File: config.mk
export PLATFORM = sky130hd
export DESIGN_NAME = integer_sqrt_newton_core
export DESIGN_NICKNAME = d
export VERILOG_FILES = /design/src/design/isqrt_pkg.sv /design/src/design/integer_sqrt_newton_core.sv
export SDC_FILE = /design/constraint.sdc
export NUM_CORES = 1
export LEC_CHECK = 0
export BUFFER_PORTS_ARGS = -buffer_cell sky130_fd_sc_hd__buf_4
export CORE_MARGIN = 2
export CORE_UTILIZATION = 25
export DETAILED_ROUTE_END_ITERATION = 10
export SYNTH_ARGS = -nofsm -noshare
export SYNTH_HDL_FRONTEND = slang
export SYNTH_SLANG_ARGS = --single-unit
File: constraint.sdc
create_clock -name clk -period 11.9 [get_ports clk]
set_input_delay 1.19 -clock clk [delete_from_list [all_inputs] [get_ports clk]]
set_output_delay 1.19 -clock clk [all_outputs]
set_load 0.01 [all_outputs]
File: src/design/isqrt_pkg.sv
`timescale 1ns / 1ps
// ----------------------------------------------------------------------------
// Integer square root package
// Shared widths, constants, microcode encodings and the control store.
// ----------------------------------------------------------------------------
package isqrt_pkg;

  localparam int VALUE_W       = 64;
  localparam int ROOT_W        = 32;
  localparam int MAG_W         = VALUE_W - 1;
  localparam int EST_W         = 50;
  localparam int NEWTON_STEPS_DEFAULT = 15;
  localparam logic [EST_W-1:0] START_ESTIMATE = EST_W'(16'h3fff);

  localparam int DIV_CNT_W     = $clog2(MAG_W);
  localparam logic [DIV_CNT_W-1:0] DIV_LAST = DIV_CNT_W'(MAG_W - 1);

  localparam int PC_W          = 3;
  localparam int OP_W          = 3;
  localparam int COND_W        = 3;

  localparam logic [OP_W-1:0] OP_LOAD     = 3'd0;
  localparam logic [OP_W-1:0] OP_NONE     = 3'd1;
  localparam logic [OP_W-1:0] OP_DIV_INIT = 3'd2;
  localparam logic [OP_W-1:0] OP_DIV_STEP = 3'd3;
  localparam logic [OP_W-1:0] OP_UPDATE   = 3'd4;
  localparam logic [OP_W-1:0] OP_EMIT     = 3'd5;

  localparam logic [COND_W-1:0] COND_NEVER     = 3'd0;
  localparam logic [COND_W-1:0] COND_ALWAYS    = 3'd1;
  localparam logic [COND_W-1:0] COND_NOT_START = 3'd2;
  localparam logic [COND_W-1:0] COND_STOP      = 3'd3;
  localparam logic [COND_W-1:0] COND_DIV_BUSY  = 3'd4;

  localparam logic [PC_W-1:0] PC_IDLE   = 3'd0;
  localparam logic [PC_W-1:0] PC_CHECK  = 3'd1;
  localparam logic [PC_W-1:0] PC_DINIT  = 3'd2;
  localparam logic [PC_W-1:0] PC_DSTEP  = 3'd3;
  localparam logic [PC_W-1:0] PC_UPDATE = 3'd4;
  localparam logic [PC_W-1:0] PC_EMIT   = 3'd5;

  typedef struct packed {
    logic [OP_W-1:0]   op;
    logic [COND_W-1:0] cond;
    logic [PC_W-1:0]   target;
  } ctrl_t;

  function automatic ctrl_t control_word(input logic [PC_W-1:0] pc);
    ctrl_t w;
    case (pc)
      PC_IDLE:   w = '{op: OP_LOAD,     cond: COND_NOT_START, target: PC_IDLE};
      PC_CHECK:  w = '{op: OP_NONE,     cond: COND_STOP,      target: PC_EMIT};
      PC_DINIT:  w = '{op: OP_DIV_INIT, cond: COND_NEVER,     target: PC_IDLE};
      PC_DSTEP:  w = '{op: OP_DIV_STEP, cond: COND_DIV_BUSY,  target: PC_DSTEP};
      PC_UPDATE: w = '{op: OP_UPDATE,   cond: COND_ALWAYS,    target: PC_CHECK};
      PC_EMIT:   w = '{op: OP_EMIT,     cond: COND_ALWAYS,    target: PC_IDLE};
      default:   w = '{op: OP_NONE,     cond: COND_ALWAYS,    target: PC_IDLE};
    endcase
    return w;
  endfunction

endpackage

File: src/design/integer_sqrt_newton_core.sv
`timescale 1ns / 1ps
// ----------------------------------------------------------------------------
// Integer square root, Newton's method
// Sequence: load in idle, check, divider init, bit-serial restoring divider
// steps, update, back to check; at most NEWTON_STEPS updates are made.
// Busy stays high through the result strobe, so a new radicand is taken only
// in idle. A negative radicand goes straight from the check to the result strobe.
// Reset returns the sequencer to idle; the receiver cannot stall a result.
// ----------------------------------------------------------------------------
module integer_sqrt_newton_core
  import isqrt_pkg::*;
#(
  parameter int NEWTON_STEPS = NEWTON_STEPS_DEFAULT
) (
  input  logic                     clk,
  input  logic                     rst,
  input  logic                     start,
  output logic                     busy,
  input  logic signed [VALUE_W-1:0] value,
  output logic                     done,
  output logic signed [ROOT_W-1:0]  root
);

  localparam int STEP_W = $clog2(NEWTON_STEPS + 1);
  localparam logic [STEP_W-1:0] STEP_LAST = STEP_W'(NEWTON_STEPS);

  logic [PC_W-1:0]      pc;
  logic [PC_W-1:0]      pc_next;
  ctrl_t                ctrl;
  logic                 jump;

  logic [MAG_W-1:0]     radicand;
  logic [EST_W-1:0]     est;
  logic [STEP_W-1:0]    steps;
  logic [MAG_W-1:0]     quo;
  logic [EST_W-1:0]     rem;
  logic [DIV_CNT_W-1:0] div_count;

  logic [EST_W:0]       rem_shift;
  logic [EST_W:0]       rem_diff;
  logic                 qbit;
  logic [VALUE_W-1:0]   sum;

  assign ctrl = control_word(pc);
  assign busy = (pc != PC_IDLE);
  assign done = (ctrl.op == OP_EMIT);
  assign root = signed'(est[ROOT_W-1:0]);

  always_comb begin
    case (ctrl.cond)
      COND_NEVER:     jump = 1'b0;
      COND_ALWAYS:    jump = 1'b1;
      COND_NOT_START: jump = !start;
      COND_STOP:      jump = (est == '0) || (steps == STEP_LAST);
      COND_DIV_BUSY:  jump = (div_count != DIV_LAST);
      default:        jump = 1'b1;
    endcase
    pc_next = jump ? ctrl.target : pc + PC_W'(1);
  end

  assign rem_shift = {rem, quo[MAG_W-1]};
  assign rem_diff  = rem_shift - {1'b0, est};
  assign qbit      = !rem_diff[EST_W];
  assign sum       = {1'b0, quo} + VALUE_W'(est);

  always_ff @(posedge clk) begin
    if (rst) begin
      pc <= PC_IDLE;
    end else begin
      pc <= pc_next;
    end
  end

  always_ff @(posedge clk) begin
    case (ctrl.op)
      OP_LOAD: begin
        if (start) begin
          radicand <= value[MAG_W-1:0];
          est      <= value[VALUE_W-1] ? '0 : START_ESTIMATE;
          steps    <= '0;
        end
      end
      OP_DIV_INIT: begin
        quo       <= radicand;
        rem       <= '0;
        div_count <= '0;
      end
      OP_DIV_STEP: begin
        rem       <= qbit ? rem_diff[EST_W-1:0] : rem_shift[EST_W-1:0];
        quo       <= {quo[MAG_W-2:0], qbit};
        div_count <= div_count + DIV_CNT_W'(1);
      end
      OP_UPDATE: begin
        est   <= sum[EST_W:1];
        steps <= steps + STEP_W'(1);
      end
      default: begin
      end
    endcase
  end

`ifndef SYNTHESIS
  a_accept_busy: assert property (@(posedge clk) disable iff (rst)
    start && !busy |=> busy)
    else $error("Transfer accepted but the sequencer did not leave idle.");

  a_done_then_idle: assert property (@(posedge clk) disable iff (rst)
    done |=> !busy)
    else $error("Sequencer did not return to idle after the result.");

  a_update_nonzero: assert property (@(posedge clk) disable iff (rst)
    (pc == PC_DINIT) |-> (est != '0) && (steps != STEP_LAST))
    else $error("Division started with a zero estimate or no updates left.");
`endif

endmodule

==> results by group <==
Outcome
  – Status: finished clean

Power
  – Sw Pwr: 2.204 mW
  – Comb power frac: 53.7%
  – Int Pwr: 2.822 mW
  – Reg power frac: 30.5%
  – Clock network power share: 15.9%
  – Sw Ratio: 43.85%
  – Pwr dens: 284.4 nW/um^2
  – Peak supply drop: 176.0 uV
  – P_leak: 7.167 nW

Route
  – Violation count after the first detailed-routing iteration: 804
  – Top layer in use: met4
  – Met1 Wirelength: 18300 um
  – Avg Vias per Cell: 4.771
  – Initial DRT Pass Iterations: 7
  – Routed WL: 39820 um
  – Post-DRT Antenna Nets: 0
  – Post-route DRC: 0
  – Met2 WL post-DR: 18620 um
  – Via count: 11728
  – Wire length on met3: 1789 um
  – WL/cell: 16.20 um

Clock network
  – CTS Sinks: 239
  – Clock transition at the registers of the reported paths: 0.07 ns
  – CTS tree: yes
  – Clk Latency, worst-skew pair: 0.56 ns
  – Post-CTS Resized: 0
  – CTS Buf Count: 27
  – Post-CTS Hold Buffers: 0
  – Clock H-tree levels: 1
  – Clock Tree Buf Depth: 3
  – Post-CTS setup buffer count: 0
  – Clk root buf: clkbuf_16

Floorplanning
  – Core Footprint: 61480 sq um
  – Die X: 253.1 um
  – Die height: 253.1 um
  – I/O pins: 101
  – Initial Utilization: 25.22%
  – Die area: 64040 sq um
  – Num rows: 91

Synth
  – Syn. warnings: 0
  – Ys async rst share: 0%
  – Main synth FF type: edfxtp_1
  – Synth top area share: 45.70%
  – Xor-xnor portion of the synthesized cell area: 5.260%
  – Netlist cell types: 67
  – Post-synthesis compound-gate area fraction: 15.48%
  – EDFF count, synth: 236
  – Register area share after synthesis: 46.08%
  – Largest family of logic cells by synthesized area: simple AND/OR/NAND/NOR gates
  – Synth Area in Adders: 8.971%
  – Post-Syn Area: 15510 sq um
  – Post-Syn Nets: 1781
  – Mux cell area share after synthesis: 3.114%
  – Cells after synthesis: 1604
  – Largest cells by area after synthesis: edfxtp_1 46%, ha_1 8.7%, nand2_1 6.5%
  – Area share of and/or/nand/nor cells after synthesis: 15.69%
  – Top cell type by total area after synthesis: edfxtp_1
  – Number of synthesized register bits: 239
  – Mean Syn Cell Area: 9.669 sq um

Worst hold path
  – Hold WC Path Type: reg -> reg

Placement
  – IO Port Bufs: 100
  – GPL Wtd Cong: 0.8958
  – Hpwl dp: 29670 um

Cells and area
  – Share of cells above drive strength 1: 10.43%
  – Sequential Area: 7147 sq um
  – Diodes inserted: 0
  – Commonest cells after routing, fill and taps aside: 270 x nand2_1, 236 x edfxtp_1, 146 x nor2_1, 115 x a21oi_1
  – Area grow syn2layout: 13.93%
  – Final core occ: 28.74%
  – Final nets: 1825
  – Fillers: 6459
  – Commonest non-fill, non-tap cell in the layout: nand2_1
  – Area of the multi-input gates: 7557 sq um

STA
  – Final setup violating endpoints: 0
  – FMAX: 0.2320 GHz
  – Worst-margin pin slew: 1.018 ns
  – Post-route minimum period: 4.311 ns
  – Slew Limit Headroom: 30.38%
  – Final Cycle Share: 36.22%
  – Clock skew: 0.01877 ns
  – Final hold viol count: 0
  – RSZ-0062 raised after global routing: no
  – Max-slew violation count: 0
  – Post-route setup TNS: 0 ns

Global route
  – Largest net degree at the start of global routing: 67
  – Vias in the first global route: 11610
  – Grt total ovfl: 0
  – GR Util All Layers: 12.23%
  – First-pass GRT wire length: 63140 um
  – Initial antenna violation count: 0

Setup path
  – Critical path fanouts, max: 54
  – CP endpoint kind: flip-flop
  – CP Launch Type: flip-flop
  – Arr. time, crit path: 4.67 ns
  – Critical Path RT: 12.26 ns
  – Critical path class: reg -> reg

Run
  – Max_cap viols: 0
-- final cells by class --
type	count	share of cell area, %
repair buffers	108	4.589
flip-flops and latches	239	40.45
inverters	89	1.891
clock buffers	29	3.867
well taps	790	5.595
clock inverters	20	0.8356
multi-input cells	1183	42.77
-- per-stage QoR --
stage                     instances  hold WS, ns  instance area, sq um  total power [mW]  worst slack, ns
after floorplan                1604       0.4836                 15510             3.665            1.929
after global placement         2409       0.4964                 16840             4.195            7.673
after detailed placement       2409       0.4971                 16840             4.235            7.580
after CTS                      2458       0.5134                 17670             5.061            7.566
after global routing           2458       0.5347                 17670             5.432            7.308
final                          2458       0.5072                 17670             5.025            7.589
-- final timing paths --
kind               startpoint      end  slack (ns)  depth (start not counted)
hold reg to reg   radicand[5]   quo[5]        0.51                          2
hold / removal    radicand[5]   quo[5]        0.51                          2
setup reg to reg      quo[62]  rem[48]        7.59                         15
setup / recovery      quo[62]  rem[48]        7.59                         15
-- per-layer routing --
layer  vias up  global-route usage [%]
met2       235                   20.66
li1       5819                       -
met3        48                   1.717
met5         -                       0
met1      5626                   16.04
met4         0                   4.041
-- critical path, stage by stage (launching register included) --
cell	delay, ns
edfxtp_1	0.40
inv_1	0.08
ha_1	0.15
inv_1	0.05
fa_1	0.42
a211oi_1	0.24
o21a_1	0.26
a211oi_2	0.11
o41ai_2	0.39
a21boi_2	0.18
a21oi_2	0.25
o211ai_4	0.13
xor2_4	0.13
buf_4	0.71
nand2_2	0.21
o41ai_2	0.38
-- logic make-up (layout without fill, tap and decap cells) --
logic type      count (synthesis)  in the layout
mux                            48             48
flops                         239            239
simple gates                  559            559
buf+inv                       182            246
fa+ha+maj                     110            110
xor+xnor                       91             91
compound gates                375            375
-- state kept, by name (all words and copies together), names as in the netlist --
name	cells
pc	3
rem	50
steps	4
est	50
radicand	63
quo	63
div_count	6
-- synth_stat cells, types with 7 or more instances --
| master | count |
|---|---|
| xnor2_1 | 51 |
| ha_1 | 108 |
| nor4_1 | 15 |
| o21bai_1 | 17 |
| nor2b_1 | 7 |
| a211oi_1 | 19 |
| buf_4 | 33 |
| and2_1 | 13 |
| o211ai_1 | 12 |
| nor2_1 | 146 |
| a21oi_1 | 115 |
| nand2b_1 | 15 |
| edfxtp_1 | 236 |
| o21ai_0 | 79 |
| clkbuf_1 | 52 |
| a31oi_1 | 12 |
| inv_1 | 89 |
| and3_1 | 12 |
| o31ai_1 | 11 |
| nor3_1 | 17 |
| nand4_1 | 26 |
| a21o_1 | 52 |
| nand2_1 | 270 |
| o21a_1 | 15 |
| mux2i_1 | 46 |
| xor2_1 | 39 |
| nand3_1 | 20 |
-- power groups by stage --
stage,registers [mW],logic [mW],clock network [mW]
floorplan,1.52,2.14,0
global placement,1.54,2.65,0
detailed placement,1.55,2.69,0
CTS,1.53,2.70,0.827
global route,1.56,3.02,0.850
finish,1.53,2.70,0.797
Power figures use the tool's default switching activity.
